## config.mk

```make
export PLATFORM = sky130hd
export DESIGN_NAME = qbvs_front
export DESIGN_NICKNAME = d
export VERILOG_FILES = /design/src/design/qbvs_pkg.sv /design/src/design/qbvs_front.sv
export SDC_FILE = /design/constraint.sdc
export NUM_CORES = 1
export LEC_CHECK = 0
export ABC_CLOCK_PERIOD_IN_PS = 9700
export BUFFER_PORTS_ARGS = -buffer_cell sky130_fd_sc_hd__buf_2
export CORE_MARGIN = 2
export CORE_UTILIZATION = 38
export CTS_BUF_LIST = sky130_fd_sc_hd__clkbuf_8
export CTS_CLUSTER_SIZE = 24
export DETAILED_ROUTE_END_ITERATION = 10
export HOLD_SLACK_MARGIN = 0.12
export PLACE_DENSITY = 0.65
export SLEW_MARGIN = 0
export SYNTH_ARGS = -nofsm -noshare
export SYNTH_HDL_FRONTEND = slang
export SYNTH_SLANG_ARGS = --single-unit
```

## constraint.sdc

```tcl
create_clock -name clk_i -period 9.7 [get_ports clk_i]
set_input_delay 0.485 -clock clk_i [delete_from_list [all_inputs] [get_ports clk_i]]
set_output_delay 0.485 -clock clk_i [all_outputs]
set_load 0.05 [all_outputs]
```

## src/design/qbvs_pkg.sv

```systemverilog
// Package with shared types and constants for the vertex setup block.
package qbvs_pkg;

  localparam int SLOTS = 16;
  localparam int SLOT_W = $clog2(SLOTS);
  localparam int CNT_W = $clog2(SLOTS + 1);
  localparam int MAX_BATCH_QUADS = 1024;
  localparam int QCNT_W = 11;
  localparam int ANGLE_BITS = 16;
  localparam int QUEUE_DEPTH = 2;

  localparam logic [1:0] OP_SUBMIT = 2'd0;
  localparam logic [1:0] OP_BEGIN = 2'd1;
  localparam logic [1:0] OP_END = 2'd2;

  // Quarter-wave polynomial constants in Q28, sized to the values they hold.
  localparam logic [29:0] PI_Q28 = 30'd843314857;
  localparam logic [28:0] C1_Q28 = 29'(64'd2 * 64'(PI_Q28) - (64'd5 << 28));
  localparam logic [25:0] C2_Q28 = 26'(64'(PI_Q28) - (64'd3 << 28));

  typedef struct packed {
    logic [1:0] operation;
    logic signed [31:0] pos_x;
    logic signed [31:0] pos_y;
    logic signed [31:0] pos_z;
    logic signed [31:0] size_x;
    logic signed [31:0] size_y;
    logic [15:0] angle;
    logic [31:0] color;
    logic [15:0] tiling;
    logic [15:0] texture_handle;
  } in_item_t;

  typedef struct packed {
    logic [0:0] kind;
    logic signed [31:0] vert_x;
    logic signed [31:0] vert_y;
    logic signed [31:0] vert_z;
    logic [0:0] tex_u;
    logic [0:0] tex_v;
    logic [31:0] vert_color;
    logic [3:0] slot;
    logic [15:0] vert_tiling;
    logic [10:0] draw_quads;
    logic [0:0] slot_overflow;
    logic [0:0] last;
  } out_item_t;

  // Classified job handed from the front part to the back part.
  typedef struct packed {
    logic pre_draw;
    logic draw_only;
    logic [QCNT_W-1:0] draw_count;
    logic [SLOT_W-1:0] slot;
    logic overflow;
    logic signed [31:0] pos_x;
    logic signed [31:0] pos_y;
    logic signed [31:0] pos_z;
    logic signed [31:0] size_x;
    logic signed [31:0] size_y;
    logic [15:0] angle;
    logic [31:0] color;
    logic [15:0] tiling;
  } job_t;

endpackage

```

## src/design/qbvs_front.sv

```systemverilog
// Front part: accepts operations, keeps batch and slot table state, emits classified jobs.
module qbvs_front import qbvs_pkg::*; (
  input logic clk_i,
  input logic rst_ni,
  input logic [10:0] limit_i,
  input logic in_valid_i,
  output logic in_ready_o,
  input in_item_t in_data_i,
  output logic job_valid_o,
  input logic job_ready_i,
  output job_t job_o
);

  logic [15:0] table_q [SLOTS];
  logic [CNT_W-1:0] slot_cnt_q, slot_cnt_d;
  logic [QCNT_W-1:0] quad_cnt_q, quad_cnt_d;
  logic [QCNT_W-1:0] limit;
  logic full_batch;
  logic [CNT_W-1:0] eff_cnt;
  logic found;
  logic [SLOT_W-1:0] hit_slot;
  logic append;
  logic fire;

  assign in_ready_o = job_ready_i;
  assign fire = in_valid_i && job_ready_i;

  always_comb begin
    limit = limit_i;
    if (limit == '0) limit = QCNT_W'(1);
    if (limit > QCNT_W'(MAX_BATCH_QUADS)) limit = QCNT_W'(MAX_BATCH_QUADS);
  end

  assign full_batch = quad_cnt_q >= limit;
  assign eff_cnt = full_batch ? CNT_W'(1) : slot_cnt_q;

  // Parallel compare over the table; the lowest matching live slot wins.
  always_comb begin
    found = 1'b0;
    hit_slot = '0;
    for (int i = SLOTS - 1; i >= 0; i--) begin
      if (CNT_W'(i) < eff_cnt && table_q[i] == in_data_i.texture_handle) begin
        found = 1'b1;
        hit_slot = SLOT_W'(i);
      end
    end
  end

  assign append = !found && eff_cnt < CNT_W'(SLOTS);

  always_comb begin
    job_o = '0;
    job_o.pos_x = in_data_i.pos_x;
    job_o.pos_y = in_data_i.pos_y;
    job_o.pos_z = in_data_i.pos_z;
    job_o.size_x = in_data_i.size_x;
    job_o.size_y = in_data_i.size_y;
    job_o.angle = in_data_i.angle;
    job_o.color = in_data_i.color;
    job_o.tiling = in_data_i.tiling;
    job_o.draw_count = quad_cnt_q;
    job_o.draw_only = in_data_i.operation == OP_END;
    job_o.pre_draw = full_batch;
    job_o.slot = found ? hit_slot : (append ? eff_cnt[SLOT_W-1:0] : '0);
    job_o.overflow = !found && !append;
  end

  assign job_valid_o = in_valid_i &&
      (in_data_i.operation == OP_SUBMIT || in_data_i.operation == OP_END);

  always_comb begin
    slot_cnt_d = slot_cnt_q;
    quad_cnt_d = quad_cnt_q;
    if (fire) begin
      unique case (in_data_i.operation)
        OP_BEGIN: begin
          slot_cnt_d = CNT_W'(1);
          quad_cnt_d = '0;
        end
        OP_SUBMIT: begin
          slot_cnt_d = append ? eff_cnt + CNT_W'(1) : eff_cnt;
          quad_cnt_d = (full_batch ? '0 : quad_cnt_q) + QCNT_W'(1);
        end
        default: ;
      endcase
    end
  end

  always_ff @(posedge clk_i or negedge rst_ni) begin
    if (!rst_ni) begin
      slot_cnt_q <= CNT_W'(1);
      quad_cnt_q <= '0;
      for (int i = 0; i < SLOTS; i++) table_q[i] <= '0;
    end else begin
      slot_cnt_q <= slot_cnt_d;
      quad_cnt_q <= quad_cnt_d;
      if (fire && in_data_i.operation == OP_SUBMIT && append) begin
        table_q[eff_cnt[SLOT_W-1:0]] <= in_data_i.texture_handle;
      end
    end
  end

endmodule

```

==> impl_metrics.ini <==
[outcome]
status = finished clean

[drt]
wl_mm = 60.6
drcViolationCount = 0
num_vias = 10680
drt-pass1-iter-count = 5
ant_nets = 0
wire_per_inst_um = 31.0
drt_iter0_markers = 809
vias_per_cell = 5.47

[worst_setup_path]
start_kind = register
crit_required_ps = 9220
end_kind = output pin
r2r-start = quad_cnt_q[9]$_DFFE_PN0P_
startpoint = quad_cnt_q[9]$_DFFE_PN0P_
critPathMaxFanout = 17
critical_path_class = register to output pin
worstPathArrival_ps = 4280

[global_routing]
antenna_found_initial = 2
grt_pass1_wl_mm = 82.7
grt_overflow = 0
grt_pass1_vias = 10509
grt_use_met3_pct = 24.7
use_met2_pct = 36.2
grt_max_degree = 74
busiest_layer = met2
track_usage_pct = 24.4
use_met1_pct = 24.0

[placed_design]
postPlaceCellArea_mm2 = 0.0160
dp_hpwl_mm = 45.6
place_congestion = 0.890
portBuffers = 52

[yosys]
synth_edf_count = 0
synth_simple_gate_area_share_pct = 11.1
synth-compound-area-share_pct = 2.82
async_flop_share_pct = 100
syn_inst = 1525
synthFlopType = dfrtp_1
synth-seq-cells = 272
synth-seq-area-share_pct = 38.8
synthAdderAreaFrac_pct = 1.07
synthDistinctLibCells = 76
yosysWarningCount = 0
synth_area_mm2 = 0.0176
syn_nets = 1797
synth_xor_xnor_area_share_pct = 12.8
muxShareOfSynthArea_pct = 18.1
avgSynthCellArea_um2 = 11.5
synth_top_family_by_area = multiplexers

[hold_path]
hold_path.startpoint = in_data_i[240]
hold_class = input pin to register

[timing]
worst-slew-pin-transition_ps = 1060
setup_viol = 0
fin_crit_ps = 4760
fin_setup_tns_ps = 0
skew_ps = 24.7
rsz0062_at_grt = false
slew_viol_final = 0
relSlewSlack_pct = 28.5
finalCritPeriodShare_pct = 49.1
max_freq_mhz = 210
hold_viol = 0

[cells_and_area]
final_common_cell = dfrtp_1
layout_common_cells = dfrtp_1 (271), mux2_2 (169), xor2_1 (158)
fill_cells = 4495
syn_to_final_growth_pct = -2.76
fin_nets = 1585
fin_area_mm2 = 0.0171
insertedDiodeCount = 0
drive_gt1_share_pct = 30.9

[pwr]
ir_worst_vdd_mv = 0.148
power.density_mw_per_mm2 = 173
p_switching_uw = 846
p_comb_share_pct = 16.5
power_frac_clock_pct = 37.8
p_leak_uw = 0.00813
switching_share_pct = 28.7
power_frac_seq_pct = 45.7
p_int_uw = 2110

[clock_tree]
cts_htree_levels = 2
clock_path_buffers = 3
clk_pin_slew_ps = 60
clk_latency_ps = 570
root_buffer = clkbuf_8
cts_buffers = 48
cts_tree = yes
cts_num_sinks = 272

[floorplanning]
die_w_um = 219
io_pins = 501
start_util_pct = 38.6
die_h_um = 219
coreArea_mm2 = 0.0455
die-area_mm2 = 0.0479
rows = 78

[run]
cap_violations = 0
[synth_stat cells, types with 4 or more instances]
library cell | instances | area share, %
nor4_1 | 57 | 2.0
and3_1 | 9 | 0.32
nor4bb_1 | 4 | 0.23
clkbuf_1 | 25 | 0.53
mux2_2 | 169 | 11
a21oi_1 | 11 | 0.31
buf_8 | 11 | 0.94
nand2b_1 | 9 | 0.32
nor3_1 | 16 | 0.46
dfrtp_1 | 271 | 39
nand3b_1 | 5 | 0.21
or4_1 | 8 | 0.34
o21ai_0 | 25 | 0.71
buf_12 | 10 | 1.1
nand2_1 | 51 | 1.1
or3_1 | 8 | 0.29
nand4_1 | 41 | 1.5
mux2_1 | 8 | 0.51
buf_6 | 28 | 1.8
xor2_1 | 158 | 7.9
nand4b_1 | 4 | 0.20
buf_4 | 238 | 10
nor2b_1 | 7 | 0.25
xnor2_1 | 99 | 4.9
ha_1 | 15 | 1.1
nor3b_1 | 4 | 0.17
nor2_1 | 31 | 0.66
a31oi_1 | 6 | 0.21
nor4b_1 | 9 | 0.45
nand3_1 | 23 | 0.66
inv_1 | 6 | 0.13
mux2_4 | 79 | 6.8
buf_2 | 17 | 0.48
[logic make-up after synthesis]
family | count (synthesis)
fa+ha+maj | 15
buf+inv | 337
xor+xnor | 257
mux | 256
compound gates | 71
simple gates | 317
flops | 272
[worst max-delay path, cell delays in order (launching register included)]
cell and delay, ps:
dfrtp_1 470, ha_1 340, a21o_1 160, a21o_1 200, a31oi_4 260, and2_1 660
clkinv_4 240, o2111ai_2 310, a21oi_2 90, nand3_1 200, inv_1 80, ha_1 190
inv_1 60, o21ai_0 170, buf_2 270
[flip-flops by register name, summed over array words and instances (netlist names)]
| name | flops |
|---|---|
| table_q | 256 |
| slot_cnt_q | 5 |
| quad_cnt_q | 11 |
[worst paths after layout]
path                                             end  slack [ps]  cells past startpoint
setup / recovery                          job_o[225]        4940                     14
hold / removal             quad_cnt_q[9]$_DFFE_PN0P_         310                      2
setup reg to reg            table_q[163]$_DFFE_PN0P_        5300                     11
hold reg to reg             table_q[236]$_DFFE_PN0P_         510                      1
max in group asynchronous    table_q[46]$_DFFE_PN0P_        7940                      3
min in group asynchronous   table_q[200]$_DFFE_PN0P_         450                      2
[power by group through the flow]
stage                     Combinational [µW]  Clock [µW]  Sequential, µW
after floorplan                          641           0            1350
after global placement                   477           0            1360
after detailed placement                 488           0            1370
after CTS                                491        1140            1350
after global routing                     534        1190            1360
final                                    488        1120            1350
[stage by stage]
step / std cells / hold slack, ps / utilization (%) / power [µW] / setup WS (ps)
2_1_floorplan: 1525 / 189 / - / 1990 / 5600
3_3_place_gp: 1862 / 454 / 35.3 / 1840 / 4900
3_5_place_dp: 1862 / 460 / 35.3 / 1860 / 4880
4_1_cts: 1952 / 267 / 37.5 / 2980 / 4960
5_1_grt: 1952 / 305 / 37.5 / 3090 / 4730
6_report: 1952 / 306 / 37.5 / 2950 / 4940
[layer usage]
metal  vias up  wire length, µm
li1       4637                -
met1      5296            19700
met2       656            26200
met3        79            13500
met4        12              908
met5         -              270
[what timing repair did]
item	in CTS	in global routing
buffers inserted	0	0
resized for setup	0	0
hold buffers	1	0
hold endpoints to repair	60	0
[cell type report]
class / instances / area, µm² / share of cell area [%]
flip-flops and latches: 272 / 6810 / 39.9
clock buffers: 62 / 853 / 5.00
multi-input cells: 916 / 8070 / 47.3
repair buffers: 67 / 385 / 2.26
inverters: 8 / 35.0 / 0.205
clock inverters: 27 / 171 / 1.00
well taps: 600 / 751 / 4.40
Power figures use the tool's default switching activity.
