File: src/design/qbvs_pkg.sv
// Package with shared types and constants for the vertex setup block.
package qbvs_pkg;

  localparam int SLOTS = 16;
  localparam int SLOT_W = $clog2(SLOTS);
  localparam int CNT_W = $clog2(SLOTS + 1);
  localparam int MAX_BATCH_QUADS = 1024;
  localparam int QCNT_W = 11;
  localparam int ANGLE_BITS = 16;
  localparam int QUEUE_DEPTH = 2;

  localparam logic [1:0] OP_SUBMIT = 2'd0;
  localparam logic [1:0] OP_BEGIN = 2'd1;
  localparam logic [1:0] OP_END = 2'd2;

  // Quarter-wave polynomial constants in Q28, sized to the values they hold.
  localparam logic [29:0] PI_Q28 = 30'd843314857;
  localparam logic [28:0] C1_Q28 = 29'(64'd2 * 64'(PI_Q28) - (64'd5 << 28));
  localparam logic [25:0] C2_Q28 = 26'(64'(PI_Q28) - (64'd3 << 28));

  typedef struct packed {
    logic [1:0] operation;
    logic signed [31:0] pos_x;
    logic signed [31:0] pos_y;
    logic signed [31:0] pos_z;
    logic signed [31:0] size_x;
    logic signed [31:0] size_y;
    logic [15:0] angle;
    logic [31:0] color;
    logic [15:0] tiling;
    logic [15:0] texture_handle;
  } in_item_t;

  typedef struct packed {
    logic [0:0] kind;
    logic signed [31:0] vert_x;
    logic signed [31:0] vert_y;
    logic signed [31:0] vert_z;
    logic [0:0] tex_u;
    logic [0:0] tex_v;
    logic [31:0] vert_color;
    logic [3:0] slot;
    logic [15:0] vert_tiling;
    logic [10:0] draw_quads;
    logic [0:0] slot_overflow;
    logic [0:0] last;
  } out_item_t;

  // Classified job handed from the front part to the back part.
  typedef struct packed {
    logic pre_draw;
    logic draw_only;
    logic [QCNT_W-1:0] draw_count;
    logic [SLOT_W-1:0] slot;
    logic overflow;
    logic signed [31:0] pos_x;
    logic signed [31:0] pos_y;
    logic signed [31:0] pos_z;
    logic signed [31:0] size_x;
    logic signed [31:0] size_y;
    logic [15:0] angle;
    logic [31:0] color;
    logic [15:0] tiling;
  } job_t;

endpackage

File: src/design/qbvs_if.sv
// Valid/ready channel interface carrying one item per beat.
interface qbvs_if #(parameter type T = logic);
  logic valid;
  logic ready;
  T data;
  modport source (output valid, output data, input ready);
  modport sink (input valid, input data, output ready);
endinterface

File: src/design/qbvs_back.sv
// Back part: emits draw items and the four transformed corner vertices of each quad.
module qbvs_back import qbvs_pkg::*; (
  input logic clk_i,
  input logic rst_ni,
  input logic job_valid_i,
  output logic job_ready_o,
  input job_t job_i,
  qbvs_if.source out_o
);

  localparam logic [2:0] ST_IDLE = 3'd0;
  localparam logic [2:0] ST_TRIG = 3'd1;
  localparam logic [2:0] ST_MUL = 3'd2;
  localparam logic [2:0] ST_EMIT = 3'd3;

  localparam logic [1:0] TS_SQUARE = 2'd0;
  localparam logic [1:0] TS_POLY_T = 2'd1;
  localparam logic [1:0] TS_POLY_U = 2'd2;
  localparam logic [1:0] TS_SINE = 2'd3;

  logic [2:0] state_q, state_d;
  logic [1:0] trig_q, trig_d;
  job_t job_q;
  logic pre_q, pre_d;
  logic [1:0] corner_q, corner_d;
  logic signed [16:0] sin_q, cos_q;
  logic signed [48:0] xc_q, xs_q, yc_q, ys_q;
  logic [28:0] x2s_q, x2c_q, ts_q, tc_q;
  logic [29:0] us_q, uc_q;
  logic [15:0] a;
  logic [1:0] quad;
  logic [13:0] ph;
  logic [14:0] ps, pc;
  logic [29:0] sq_s, sq_c;
  logic [54:0] m1_s, m1_c;
  logic [57:0] m2_s, m2_c;
  logic [45:0] m3_s, m3_c;
  logic [15:0] sp, sc;
  logic signed [16:0] s_d, c_d;
  logic signed [49:0] rx_full, ry_full;
  logic signed [49:0] sx_c, sx_s, sy_c, sy_s;
  logic cu, cv;
  logic out_free;
  out_item_t res_q, res_d;
  logic res_valid_q, res_valid_d;
  logic load;

  assign out_free = !res_valid_q || out_o.ready;
  assign out_o.valid = res_valid_q;
  assign out_o.data = res_q;
  assign job_ready_o = state_q == ST_IDLE && out_free;

  assign a = (job_q.angle >> (16 - ANGLE_BITS)) << (16 - ANGLE_BITS);
  assign quad = a[15:14];
  assign ph = a[13:0];

  // The sine and cosine phases are evaluated side by side, one polynomial step per cycle.
  assign ps = {1'b0, ph};
  assign pc = 15'd16384 - {1'b0, ph};
  assign sq_s = ps * ps;
  assign sq_c = pc * pc;
  assign m1_s = x2s_q * C2_Q28;
  assign m1_c = x2c_q * C2_Q28;
  assign m2_s = x2s_q * ts_q;
  assign m2_c = x2c_q * tc_q;
  assign m3_s = ps * us_q + (46'd1 << 27);
  assign m3_c = pc * uc_q + (46'd1 << 27);
  assign sp = m3_s[43:28];
  assign sc = m3_c[43:28];

  always_comb begin
    unique case (quad)
      2'd0: begin s_d = $signed({1'b0, sp}); c_d = $signed({1'b0, sc}); end
      2'd1: begin s_d = $signed({1'b0, sc}); c_d = -$signed({1'b0, sp}); end
      2'd2: begin s_d = -$signed({1'b0, sp}); c_d = -$signed({1'b0, sc}); end
      default: begin s_d = -$signed({1'b0, sc}); c_d = $signed({1'b0, sp}); end
    endcase
  end

  assign cu = corner_q == 2'd1 || corner_q == 2'd2;
  assign cv = corner_q[1];
  assign sx_c = cu ? 50'(xc_q) : '0;
  assign sx_s = cu ? 50'(xs_q) : '0;
  assign sy_c = cv ? 50'(yc_q) : '0;
  assign sy_s = cv ? 50'(ys_q) : '0;
  assign rx_full = (sx_c - sy_s + 50'sd16384) >>> 15;
  assign ry_full = (sx_s + sy_c + 50'sd16384) >>> 15;
  assign load = job_valid_i && job_ready_o;

  always_comb begin
    state_d = state_q;
    trig_d = trig_q;
    pre_d = pre_q;
    corner_d = corner_q;
    unique case (state_q)
      ST_IDLE: if (load) begin
        pre_d = job_i.pre_draw;
        corner_d = '0;
        trig_d = TS_SQUARE;
        state_d = job_i.draw_only ? ST_IDLE : ST_TRIG;
      end
      ST_TRIG: begin
        trig_d = trig_q + 2'd1;
        if (trig_q == TS_SINE) state_d = ST_MUL;
      end
      ST_MUL: state_d = ST_EMIT;
      ST_EMIT: if (out_free) begin
        if (pre_q) pre_d = 1'b0;
        else begin
          corner_d = corner_q + 2'd1;
          if (corner_q == 2'd3) state_d = ST_IDLE;
        end
      end
      default: state_d = ST_IDLE;
    endcase
  end

  always_comb begin
    res_d = res_q;
    res_valid_d = res_valid_q;
    if (out_free) begin
      res_valid_d = 1'b0;
      if (state_q == ST_IDLE && load && job_i.draw_only) begin
        res_d = '0;
        res_d.kind = 1'b1;
        res_d.draw_quads = job_i.draw_count;
        res_d.last = 1'b1;
        res_valid_d = 1'b1;
      end else if (state_q == ST_EMIT) begin
        res_d = '0;
        res_valid_d = 1'b1;
        if (pre_q) begin
          res_d.kind = 1'b1;
          res_d.draw_quads = job_q.draw_count;
        end else begin
          res_d.vert_x = job_q.pos_x + 32'(rx_full);
          res_d.vert_y = job_q.pos_y + 32'(ry_full);
          res_d.vert_z = job_q.pos_z;
          res_d.tex_u = cu;
          res_d.tex_v = cv;
          res_d.vert_color = job_q.color;
          res_d.slot = 4'(job_q.slot);
          res_d.vert_tiling = job_q.tiling;
          res_d.slot_overflow = job_q.overflow;
          res_d.last = corner_q == 2'd3;
        end
      end
    end
  end

  always_ff @(posedge clk_i or negedge rst_ni) begin
    if (!rst_ni) begin
      state_q <= ST_IDLE;
      trig_q <= TS_SQUARE;
      pre_q <= 1'b0;
      corner_q <= '0;
      res_valid_q <= 1'b0;
    end else begin
      state_q <= state_d;
      trig_q <= trig_d;
      pre_q <= pre_d;
      corner_q <= corner_d;
      res_valid_q <= res_valid_d;
    end
  end

  always_ff @(posedge clk_i) begin
    if (load) job_q <= job_i;
    if (state_q == ST_TRIG) begin
      case (trig_q)
        TS_SQUARE: begin
          x2s_q <= sq_s[28:0];
          x2c_q <= sq_c[28:0];
        end
        TS_POLY_T: begin
          ts_q <= C1_Q28 - 29'(m1_s[54:28]);
          tc_q <= C1_Q28 - 29'(m1_c[54:28]);
        end
        TS_POLY_U: begin
          us_q <= PI_Q28 - m2_s[57:28];
          uc_q <= PI_Q28 - m2_c[57:28];
        end
        default: begin
          sin_q <= s_d;
          cos_q <= c_d;
        end
      endcase
    end
    if (state_q == ST_MUL) begin
      xc_q <= job_q.size_x * cos_q;
      xs_q <= job_q.size_x * sin_q;
      yc_q <= job_q.size_y * cos_q;
      ys_q <= job_q.size_y * sin_q;
    end
    res_q <= res_d;
  end

endmodule

File: src/flat_wrapper.sv
// flat-port wrapper written by rule: the top's interface ports become plain ports
module qbvs_back_flat import qbvs_pkg::*;
  (clk_i, rst_ni, job_valid_i, job_ready_o, job_i, out_o_valid, out_o_data, out_o_ready);
  qbvs_if out_o_i ();
  input logic clk_i;
  input logic rst_ni;
  input logic job_valid_i;
  output logic job_ready_o;
  input job_t job_i;
  output wire logic [$bits(out_o_i.valid)-1:0] out_o_valid;
  output wire logic [$bits(out_o_i.data)-1:0] out_o_data;
  input wire logic [$bits(out_o_i.ready)-1:0] out_o_ready;
  assign out_o_valid = out_o_i.valid;
  assign out_o_data = out_o_i.data;
  assign out_o_i.ready = out_o_ready;
  qbvs_back u_core (.clk_i(clk_i), .rst_ni(rst_ni), .job_valid_i(job_valid_i), .job_ready_o(job_ready_o), .job_i(job_i), .out_o(out_o_i));
endmodule
File: config.mk
export PLATFORM = sky130hd
export DESIGN_NAME = qbvs_back_flat
export DESIGN_NICKNAME = d
export VERILOG_FILES = /design/src/design/qbvs_pkg.sv /design/src/design/qbvs_if.sv /design/src/design/qbvs_back.sv /design/src/flat_wrapper.sv
export SDC_FILE = /design/constraint.sdc
export NUM_CORES = 1
export LEC_CHECK = 0
export BUFFER_PORTS_ARGS = -buffer_cell sky130_fd_sc_hd__buf_4
export CAP_MARGIN = 20
export CORE_AREA = 8 8 89 91
export DETAILED_ROUTE_END_ITERATION = 10
export DIE_AREA = 0 0 97 99
export MAX_ROUTING_LAYER = met4
export PLACE_DENSITY = 0.51
export SLEW_MARGIN = 10
export SYNTH_ARGS = -nofsm -noshare
export SYNTH_HDL_FRONTEND = slang
export SYNTH_SLANG_ARGS = --single-unit
File: constraint.sdc
create_clock -name clk_i -period 2.2 [get_ports clk_i]
set_input_delay 0.66 -clock clk_i [delete_from_list [all_inputs] [get_ports clk_i]]
set_output_delay 0.66 -clock clk_i [all_outputs]
set_load 0.005 [all_outputs]
==> out/metrics.yaml <==
die_width_um: 97
cts-root-buf: "clkbuf_8"
worstSkewPairLatency_ns: 0.23
skew_ns: 0.00408
antenna_found_initial: 0
antennaDiodeCount: 0
worstSetupPathType: "primary input to primary output"
vias_per_cell: 3.03
p_leak_nw: 0.320
synth-seq-area-share: 0.413
wire_per_inst_um: 8.76
r2r_setup_slack_ns: 0.42
num_vias: 451
grt_max_degree: 10
hold_class: "primary input to async pin"
arrival_ns: 1.44
tritoncts: "yes"
htree_levels: 1
n_fill_cell: 742
r2r_cells: 7
cts_resized: 0
min_period_over_period: 0.953
antenna_left: 0
clkSinkCount: 9
crit_required_ns: 1.54
maxCapViolCount: 0
hold_ws_ns: 0.238
grt_pass1_vias: 478
relSlewSlack: 0.670
slew_viol_final: 0
grt_pass1_wl_um: 2220
dieArea_sq_mm: 0.00960
clk_pin_slew_ns: 0.05
setup_viol: 0
syn_area_sq_um: 558
rows: 30
gr-total-overflow: 0
cts_setup_buffers: 0
drc: 0
tightestPinTransition_ns: 0.496
nNetsFinal: 321
mostFrequentLayoutCell: "buf_4"
fmaxAchievable_mhz: 477
ys_types: 27
start_kind: "primary input"
crit_path_end_kind: "primary output"
hold_buffers: 0
syn_avg_cell_area_sq_um: 9.79
drive_above_1_share: 0.203
p_per_area_mw_per_mm2: 1310
gp_congestion: 0.661
synth_cells: 57
grt_usage: 0.0304
fp.coreArea_sq_mm: 0.00657
cts_buffer_depth: 2
port_buffers: 8
drt_wl_total_um: 1310
rsz0062_at_grt: "no"
syn_to_final_growth_pct: 37.4
critPathMaxFanout: 4
drtIter0Drc: 37
fp.dieH_um: 99
syn-num-nets: 308
start_util: 0.0850
tns_ns: 0
numCtsBuffers: 3
dp_hpwl_um: 1000
fin_crit_ns: 2.10
layout_common_cells: "9 x buf_4, 8 x dfrtp_1, 6 x nand2_1"
yosys_register_bits: 9
io_pins: 249
yosys_warnings: 0
hold_violations: 0
status: "complete, no violations"
ir_drop_uv: 254
dr.pass1.iters: 3
==> final timing paths <==
path / start / endpoint
min reg2reg: u_core.corner_q[1] / u_core.corner_q[1]
max: out_o_ready / job_ready_o
min: rst_ni / u_core.out_o.valid
max reg2reg: u_core.state_q[1] / u_core.corner_q[0]
min in group clk_i: u_core.corner_q[1] / u_core.corner_q[1]
max in group asynchronous: rst_ni / u_core.trig_q[1]
==> cells by family after synthesis <==
logic type,share of synthesized area
compound gates,0.132
fa+ha+maj,0.112
simple gates,0.233
mux,0.0538
buf+inv,0.0404
xor+xnor,0.0157
flops,0.413
==> worst max-delay path, stage by stage <==
cell,delay (ns)
buf_4,0.13
or2b_2,0.33
and2_1,0.19
buf_4,0.14
==> through the flow <==
step / instance area, sq um / utilization / worst slack, ns / std cells / power [W]
after global placement: 722 / 0.110 / 0.0851 / 145 / 0.000802
after detailed placement: 722 / 0.110 / 0.0908 / 145 / 0.000814
final: 767 / 0.117 / 0.103 / 149 / 0.00101
after floorplan: 558 / - / 0.417 / 57 / 0.000658
after global routing: 767 / 0.117 / 0.0739 / 149 / 0.00113
after CTS: 767 / 0.117 / 0.0855 / 149 / 0.00102
==> routing by layer <==
metal | vias up | GRT usage | routed length (um)
li1 | 228 | - | -
met1 | 218 | 0.0350 | 628
met2 | 5 | 0.0432 | 620
met3 | 0 | 0.0147 | 56
met4 | 0 | 0.0142 | 0
met5 | - | - | 0
==> synthesized netlist by cell type <==
cell type | n | area (sq um)
dfrtp_1 | 8 | 200
nand2_1 | 6 | 22.5
ha_1 | 5 | 62.6
inv_1 | 5 | 18.8
nand3_1 | 4 | 20.0
a21oi_1 | 3 | 15.0
mux2i_1 | 3 | 30.0
nand3b_1 | 2 | 15.0
nor2_1 | 2 | 7.51
o21ai_0 | 2 | 10.0
a221o_1 | 1 | 10.0
a31oi_1 | 1 | 6.26
a32oi_1 | 1 | 8.76
and2_1 | 1 | 6.26
clkbuf_1 | 1 | 3.75
edfxtp_1 | 1 | 30.0
nand2b_1 | 1 | 6.26
nor2b_1 | 1 | 6.26
nor2b_4 | 1 | 13.8
nor3b_1 | 1 | 7.51
o221ai_1 | 1 | 8.76
o22ai_1 | 1 | 6.26
o32ai_1 | 1 | 8.76
or2b_2 | 1 | 8.76
or3_1 | 1 | 6.26
or4b_1 | 1 | 10.0
xor2_1 | 1 | 8.76
==> power by group <==
part / internal (W) / switching [W]
clock: 0.000126 / 0.0000667
sequential: 0.000247 / 0.0000732
combinational: 0.000236 / 0.000258
==> flip-flops by register name (all words and copies together), names as in the netlist <==
register,count
u_core.corner_q,2
u_core.out_o.data,1
u_core.out_o.valid,1
u_core.pre_q,1
u_core.state_q,2
u_core.trig_q,2
==> layout make-up <==
cell class                      instances  area (sq um)  share of cell area
Inverter                                5          18.8              0.0245
Sequential cell                         9           230               0.300
Timing Repair Buffer                    9          67.6              0.0881
Clock buffer                            4          45.0              0.0587
Multi-Input combinational cell         42           305               0.398
Tap cell                               80           100               0.131
No activity file was read; power rests on OpenSTA's default activity.
