### src/design/qbvs_pkg.sv
// Package with shared types and constants for the vertex setup block.
package qbvs_pkg;

  localparam int SLOTS = 16;
  localparam int SLOT_W = $clog2(SLOTS);
  localparam int CNT_W = $clog2(SLOTS + 1);
  localparam int MAX_BATCH_QUADS = 1024;
  localparam int QCNT_W = 11;
  localparam int ANGLE_BITS = 16;
  localparam int QUEUE_DEPTH = 2;

  localparam logic [1:0] OP_SUBMIT = 2'd0;
  localparam logic [1:0] OP_BEGIN = 2'd1;
  localparam logic [1:0] OP_END = 2'd2;

  // Quarter-wave polynomial constants in Q28, sized to the values they hold.
  localparam logic [29:0] PI_Q28 = 30'd843314857;
  localparam logic [28:0] C1_Q28 = 29'(64'd2 * 64'(PI_Q28) - (64'd5 << 28));
  localparam logic [25:0] C2_Q28 = 26'(64'(PI_Q28) - (64'd3 << 28));

  typedef struct packed {
    logic [1:0] operation;
    logic signed [31:0] pos_x;
    logic signed [31:0] pos_y;
    logic signed [31:0] pos_z;
    logic signed [31:0] size_x;
    logic signed [31:0] size_y;
    logic [15:0] angle;
    logic [31:0] color;
    logic [15:0] tiling;
    logic [15:0] texture_handle;
  } in_item_t;

  typedef struct packed {
    logic [0:0] kind;
    logic signed [31:0] vert_x;
    logic signed [31:0] vert_y;
    logic signed [31:0] vert_z;
    logic [0:0] tex_u;
    logic [0:0] tex_v;
    logic [31:0] vert_color;
    logic [3:0] slot;
    logic [15:0] vert_tiling;
    logic [10:0] draw_quads;
    logic [0:0] slot_overflow;
    logic [0:0] last;
  } out_item_t;

  // Classified job handed from the front part to the back part.
  typedef struct packed {
    logic pre_draw;
    logic draw_only;
    logic [QCNT_W-1:0] draw_count;
    logic [SLOT_W-1:0] slot;
    logic overflow;
    logic signed [31:0] pos_x;
    logic signed [31:0] pos_y;
    logic signed [31:0] pos_z;
    logic signed [31:0] size_x;
    logic signed [31:0] size_y;
    logic [15:0] angle;
    logic [31:0] color;
    logic [15:0] tiling;
  } job_t;

endpackage

### src/design/qbvs_queue.sv
// Short job queue between the front and the back part.
module qbvs_queue import qbvs_pkg::*; (
  input logic clk_i,
  input logic rst_ni,
  input logic wr_valid_i,
  output logic wr_ready_o,
  input job_t wr_data_i,
  output logic rd_valid_o,
  input logic rd_ready_i,
  output job_t rd_data_o
);

  localparam int PTR_W = $clog2(QUEUE_DEPTH);

  job_t mem_q [QUEUE_DEPTH];
  logic [PTR_W-1:0] wr_ptr_q, rd_ptr_q;
  logic [PTR_W:0] cnt_q;
  logic push, pop;

  assign wr_ready_o = cnt_q < (PTR_W+1)'(QUEUE_DEPTH);
  assign rd_valid_o = cnt_q != '0;
  assign rd_data_o = mem_q[rd_ptr_q];
  assign push = wr_valid_i && wr_ready_o;
  assign pop = rd_valid_o && rd_ready_i;

  always_ff @(posedge clk_i or negedge rst_ni) begin
    if (!rst_ni) begin
      wr_ptr_q <= '0;
      rd_ptr_q <= '0;
      cnt_q <= '0;
    end else begin
      if (push) wr_ptr_q <= wr_ptr_q + PTR_W'(1);
      if (pop) rd_ptr_q <= rd_ptr_q + PTR_W'(1);
      cnt_q <= cnt_q + (PTR_W+1)'(push) - (PTR_W+1)'(pop);
    end
  end

  always_ff @(posedge clk_i) begin
    if (push) mem_q[wr_ptr_q] <= wr_data_i;
  end

endmodule

### config.mk
export PLATFORM = sky130hd
export DESIGN_NAME = qbvs_queue
export DESIGN_NICKNAME = d
export VERILOG_FILES = /design/src/design/qbvs_pkg.sv /design/src/design/qbvs_queue.sv
export SDC_FILE = /design/constraint.sdc
export NUM_CORES = 1
export LEC_CHECK = 0
export ABC_CLOCK_PERIOD_IN_PS = 29000
export BUFFER_PORTS_ARGS = -buffer_cell sky130_fd_sc_hd__buf_4
export CAP_MARGIN = 20
export CORE_UTILIZATION = 40
export CTS_CLUSTER_DIAMETER = 200
export CTS_CLUSTER_SIZE = 16
export DETAILED_ROUTE_END_ITERATION = 12
export PLACE_DENSITY = 0.68
export SLEW_MARGIN = 0
export SYNTH_ARGS = -nofsm -noshare
export SYNTH_HDL_FRONTEND = slang
export SYNTH_SLANG_ARGS = --single-unit
### constraint.sdc
create_clock -name clk_i -period 29 [get_ports clk_i]
set_input_delay 1.45 -clock clk_i [delete_from_list [all_inputs] [get_ports clk_i]]
set_output_delay 1.45 -clock clk_i [all_outputs]
set_load 0.02 [all_outputs]
==> run_results.csv, run 1 <==
group,metric,value,unit
synthesis,synth.distinct_cells,17,
synthesis,avgSynthCellArea,23.8,um2
sta,post-route-period-util,0.160,
floorplan,rows,78,
clocking,cts_hold_buf,0,
layout,area.sequential,0.0146,mm2
place,portBuffers,489,
routing,num_vias,8887,
routing,wl,37.7,mm
grt,grt_pass1_wl,54.2,mm
floorplan,die_x,216,um
clocking,clkLatencyLatePin,0.54,ns
sta,report.final.slew_viol_count,0,
sta,fmax,215,MHz
place,hpwl,25.3,mm
clocking,htree_levels,2,
min_path,hold_path.class,"reg -> reg",
routing,drcViolationCount,0,
synthesis,syn_area,0.0184,mm2
synthesis,ys_ff_latch,488,
grt,grt_start_max_net_pins,130,
synthesis,yosysWarnings,0,
layout,multi_input_area,0.00347,mm2
grt,met1_usage,0.178,
sta,post-route-min-period,4.65,ns
power_and_ir_drop,p_per_area,99.5,mW/mm2
grt,use_met2,0.265,
grt,use_met3,0.0526,
sta,setup_viol,0,
setup_path,crit_required,27.55,ns
setup_path,r2r_setup_slack,25.36,ns
floorplan,core_area,0.0453,mm2
setup_path,end_kind,"primary output",
layout,nNetsFinal,1529,
layout,synthToLayoutAreaGrowth,28.7,%
grt,antenna_found_initial,2,
routing,drtIter0Drc,475,
routing,wl_per_cell,19.9,um
power_and_ir_drop,p_leak,9.13,nW
synthesis,synth_top_area_frac,0.792,
grt,grt_busiest_layer,"met2",
routing,viasPerCell,4.69,
layout,layout-drive-gt1-share,0.604,
clocking,cts_buffers,36,
synthesis,synthCells,773,
sta,rsz0062_at_grt,"no",
setup_path,crit_type,"reg -> out",
floorplan,ioPinCount,490,
power_and_ir_drop,irDropWorstVdd,0.0702,mV
clocking,postCtsResizedCells,0,
layout,fillerInstances,3663,
clocking,cts_buffer_depth,3,
grt,overflow,0,
floorplan,die_height,216,um
floorplan,die_area,0.0468,mm2
sta,tns,0,ns
clocking,cts_root_buf,"clkbuf_16",
routing,ant_nets,0,
clocking,cts.clk_slew.worst_paths,0.07,ns
sta,relSlewSlack,0.263,
sta,timing_hold_violations_final,0,
setup_path,crit_fanout,129,
clocking,numClockSinks,488,
synthesis,synth_area_leaders,"edfxtp_1 (79%), mux2_4 (14%), mux2_2 (4.4%), buf_6 (1.2%), dfrtp_1 (0.55%)",
synthesis,yosysTopAreaCell,"edfxtp_1",
routing,drtPass1Iterations,6,
layout,fin_util,0.522,
sta,fin_skew,0.0179,ns
sta,tightest_slew,1.10,ns
outcome,status,"finished clean",
clocking,cts_setup_buffers,0,
flow_run,drv_cap,0,
synthesis,synth_nets,1020,
setup_path,crit_arrival,3.20,ns
floorplan,start_util,0.405,
place,gp_congestion,0.753,
synthesis,ys_seq_area_frac,0.797,
setup_path,cp-start-kind,"flip-flop",
clocking,cts_tree,"done",
grt,grt_use_total,0.155,
grt,grt_pass1_vias,9196,
-- cell usage in the layout, fill, tap and decap left out --
cell | synthesis | routed
clkbuf_16 | 0 | 37
buf_4 | 0 | 496
inv_6 | 0 | 1
mux2_4 | 170 | 170
and2_1 | 1 | 1
dfrtp_1 | 4 | 3
or2_2 | 1 | 1
clkbuf_1 | 0 | 13
edfxtp_1 | 484 | 484
nor2_4 | 0 | 1
and3_4 | 0 | 1
o21ai_0 | 2 | 2
nor2_1 | 2 | 1
nor2b_1 | 1 | 1
mux2_2 | 72 | 72
nand2_1 | 2 | 2
buf_16 | 0 | 1
a2bb2oi_1 | 1 | 1
ha_1 | 1 | 1
diode_2 | 0 | 1
buf_12 | 0 | 1
inv_1 | 1 | 1
xnor2_1 | 3 | 3
dfrtp_4 | 0 | 1
-- kinds of logic after synthesis --
logic type / synth area share
DFF: 0.797
xor gates and xnor gates: 0.00143
AOI/OAI and AO/OA: 0.00102
buffers and inverters: 0.0144
muxes: 0.183
adders and majority gates: 0.000681
and+or+nand+nor: 0.00218
-- worst max-delay path: stages, from the launching register on --
cell and delay, ns:
dfrtp_4 1.09, buf_12 0.64, mux2_2 0.44, buf_4 0.16
-- cell usage after synthesis --
master / number
and2_1: 1
mux2_2: 72
buf_6: 20
and3_1: 1
o21ai_0: 2
nor2b_1: 1
nor2_1: 2
dfrtp_1: 4
mux2_4: 170
a2bb2oi_1: 1
buf_2: 7
ha_1: 1
edfxtp_1: 484
nand2_1: 2
or2_2: 1
xnor2_1: 3
inv_1: 1
-- sequential cells by signal (all words and copies together), names as in the netlist --
register / count
mem_q: 484
cnt_q: 2
rd_ptr_q: 1
wr_ptr_q: 1
-- final cells by class --
type,instances,share of cell area
Antenna cell,1,0.000106
Clock buffer,50,0.0413
Clock inverter,1,0.000371
Inverter,1,0.000159
Multi-Input combinational cell,257,0.147
Sequential cell,488,0.620
Tap cell,600,0.0318
Timing Repair Buffer,498,0.160
-- final timing paths --
check | from | depth (start not counted) | to
min in group asynchronous | rst_ni | 1 | cnt_q[1]$_DFF_PN0_
worst max register to register | cnt_q[1]$_DFF_PN0_ | 5 | mem_q[0][164]$_DFFE_PP_
worst max-delay path | rd_ptr_q$_DFFE_PN0P_ | 3 | rd_data_o[3]
max in group asynchronous | rst_ni | 1 | rd_ptr_q$_DFFE_PN0P_
worst min register to register | wr_ptr_q$_DFFE_PN0P_ | 1 | wr_ptr_q$_DFFE_PN0P_
worst min-delay path | wr_ptr_q$_DFFE_PN0P_ | 1 | wr_ptr_q$_DFFE_PN0P_
-- stage by stage --
step / worst slack [ns] / std cells / area (um2) / power (mW) / hold WS [ns]
after CTS: 24.08 / 1894 / 23600 / 2.38 / 0.557
after floorplan: 16.58 / 773 / 18400 / 1.64 / 0.461
after global routing: 24.20 / 1896 / 23600 / 2.45 / 0.592
after detailed placement: 24.29 / 1843 / 22600 / 1.93 / 0.545
final: 24.35 / 1896 / 23600 / 2.35 / 0.552
after global placement: 24.32 / 1843 / 22600 / 1.92 / 0.517
-- layer usage --
layer / routed length [um] / vias to the layer above
met5: 17 / -
met4: 1260 / 2
met3: 2820 / 67
met2: 19300 / 303
met1: 14300 / 4440
li1: - / 4075
-- where the power goes --
part           internal (mW)  total (mW)  switching [mW]
clock                  0.233       0.453           0.219
combinational          0.431       0.903           0.472
sequential             0.943       0.994          0.0515
No activity file was read; power rests on OpenSTA's default activity.
==> inputs of run 2 (changes only) <==
Settings changed: ABC_CLOCK_PERIOD_IN_PS 29000 to 4900.
Clock period 29 ns to 4.9 ns, I/O delays scaled along.
==> run 2 against run 1 <==
  * Setup slack lost 22 ns
  * Register-to-register slack worse by 23 ns
  * Clock power rose to 6.0 times the previous value
  * Non-clock buffer count grew 246
  * Largest cell class unchanged
  * Largest power group unchanged
==> run_results.csv, run 2 (synthesis results as in run 1) <==
group,metric,value,unit
outcome,status,"finished clean",
sta,fmax,338,MHz
setup_path,end_kind,"primary output",
routing,viasPerCell,4.64,
place,gp_congestion,0.746,
setup_path,crit_type,"reg -> out",
sta,timing_hold_violations_final,0,
clocking,cts_buffer_depth,3,
floorplan,start_util,0.405,
clocking,cts_tree,"done",
flow_run,drv_cap,0,
setup_path,crit_required,4.66,ns
place,portBuffers,489,
sta,tightest_slew,0.961,ns
power_and_ir_drop,p_per_area,541,mW/mm2
routing,drtIter0Drc,534,
power_and_ir_drop,clockPowerShare,0.191,
power_and_ir_drop,p_sw,4.50,mW
grt,antenna_found_initial,2,
routing,wl,40.3,mm
setup_path,cp-start-kind,"flip-flop",
routing,drtPass1Iterations,4,
grt,grt_use_total,0.167,
layout,final_common_cell,"buf_4",
layout,top_regs,"mem_q (484), cnt_q (2)",
routing,num_vias,9927,
routing,ant_nets,0,
routing,wl_per_cell,18.8,um
clocking,cts_setup_buffers,0,
grt,grt_pass1_wl,60.1,mm
place,pre_cts_ws,2.48,ns
sta,report.final.slew_viol_count,0,
sta,post-route-period-util,0.603,
power_and_ir_drop,p_leak,10.2,nW
layout,fin_util,0.577,
floorplan,core_area,0.0453,mm2
setup_path,crit_fanout,62,
setup_path,r2r_cells,4,
floorplan,die_area,0.0468,mm2
floorplan,die_height,216,um
min_path,min-delay-start,"wr_valid_i",
layout,layout-drive-gt1-share,0.510,
layout,nNetsFinal,1775,
clocking,cts.clk_slew.worst_paths,0.07,ns
setup_path,worstReg2RegStart,"cnt_q[1]$_DFF_PN0_",
clocking,clkLatencyLatePin,0.55,ns
place,hpwl,24.7,mm
min_path,hold_path.class,"in -> reg",
setup_path,r2r-end,"mem_q[0][69]$_DFFE_PP_",
sta,fin_skew,0.0245,ns
setup_path,r2r_setup_slack,2.45,ns
sta,post-route-min-period,2.96,ns
power_and_ir_drop,irDropWorstVdd,0.431,mV
routing,drcViolationCount,0,
clocking,cts_root_buf,"clkbuf_16",
min_path,hold_path_end,"wr_ptr_q$_DFFE_PN0P_",
grt,grt_start_max_net_pins,119,
sta,fin_ws,1.94,ns
power_and_ir_drop,seq_power_share,0.415,
layout,layout_common_cells,"buf_4 (493), edfxtp_1 (484), dlygate4sd3_1 (245)",
sta,rsz0062_at_grt,"no",
power_and_ir_drop,power_frac_comb,0.393,
clocking,cts_hold_buf,245,
grt,overflow,0,
layout,fillerInstances,3374,
sta,relSlewSlack,0.359,
grt,grt_pass1_vias,10622,
floorplan,die_x,216,um
power_and_ir_drop,intPower,9.63,mW
floorplan,ioPinCount,490,
sta,setup_viol,0,
layout,synthToLayoutAreaGrowth,42.3,%
setup_path,crit_arrival,2.71,ns
clocking,cts_buffers,36,
clocking,htree_levels,2,
clocking,numClockSinks,488,
floorplan,rows,78,
sta,tns,0,ns
layout,largest_register_ffs,484,
clocking,postCtsResizedCells,0,
layout,regMostFlops,"mem_q",
power_and_ir_drop,swShare,0.318,
min_path,holdPathStages,3,
## run 2: worst max path at each step
stage	slack, ns	startpoint	end	cells past startpoint
after floorplan	0.13	cnt_q[1]$_DFF_PN0_	mem_q[0][0]$_DFFE_PP_	3
after global placement	2.48	rd_ptr_q$_DFFE_PN0P_	rd_data_o[225]	3
after detailed placement	2.48	rd_ptr_q$_DFFE_PN0P_	rd_data_o[108]	3
after CTS	1.85	rd_ptr_q$_DFFE_PN0P_	rd_data_o[225]	3
after global routing	1.78	rd_ptr_q$_DFFE_PN0P_	rd_data_o[225]	3
final	1.94	rd_ptr_q$_DFFE_PN0P_	rd_data_o[225]	3
## run 2: stage by stage
| step | hold WS (ns) | total power, mW | area (um2) | instances |
|---|---|---|---|---|
| after floorplan | -0.0506 | 9.49 | 18400 | 773 |
| after global placement | 0.0441 | 11.3 | 22700 | 1845 |
| after detailed placement | 0.0475 | 11.4 | 22700 | 1845 |
| after CTS | 0.0601 | 14.3 | 26100 | 2138 |
| after global routing | 0.102 | 14.7 | 26100 | 2140 |
| final | 0.109 | 14.1 | 26100 | 2140 |
## run 2: area by class of cell
type	instances	area, um2	share of cell area
antenna	2	5.00	0.000192
timing repair buffer	744	6270	0.240
multi-input combinational	257	3470	0.133
inverter	1	3.75	0.000144
sequential	488	14600	0.560
clock inverter	3	26.3	0.00101
tap	600	751	0.0287
clock buffer	45	956	0.0366
## run 2: power by group through the flow
stage	Sequential, mW	Clock (mW)	Combinational (mW)
floorplan	5.89	0	3.60
global placement	5.92	0	5.40
detailed placement	5.96	0	5.41
CTS	5.87	2.79	5.60
global route	5.95	2.93	5.81
finish	5.87	2.70	5.56
## run 2: critical path, cell delays in order (launching register included)
cell and delay (ns):
dfrtp_4 1.06, buf_12 0.46, mux2_2 0.40, buf_4 0.16
## run 2: per-layer routing
layer | part of all wire | vias to the layer above | global-route usage
li1 | - | 4578 | -
met1 | 0.39 | 4939 | 0.194
met2 | 0.52 | 325 | 0.296
met3 | 0.055 | 85 | 0.0373
met4 | 0.037 | 0 | 0.0725
met5 | 0 | - | 0
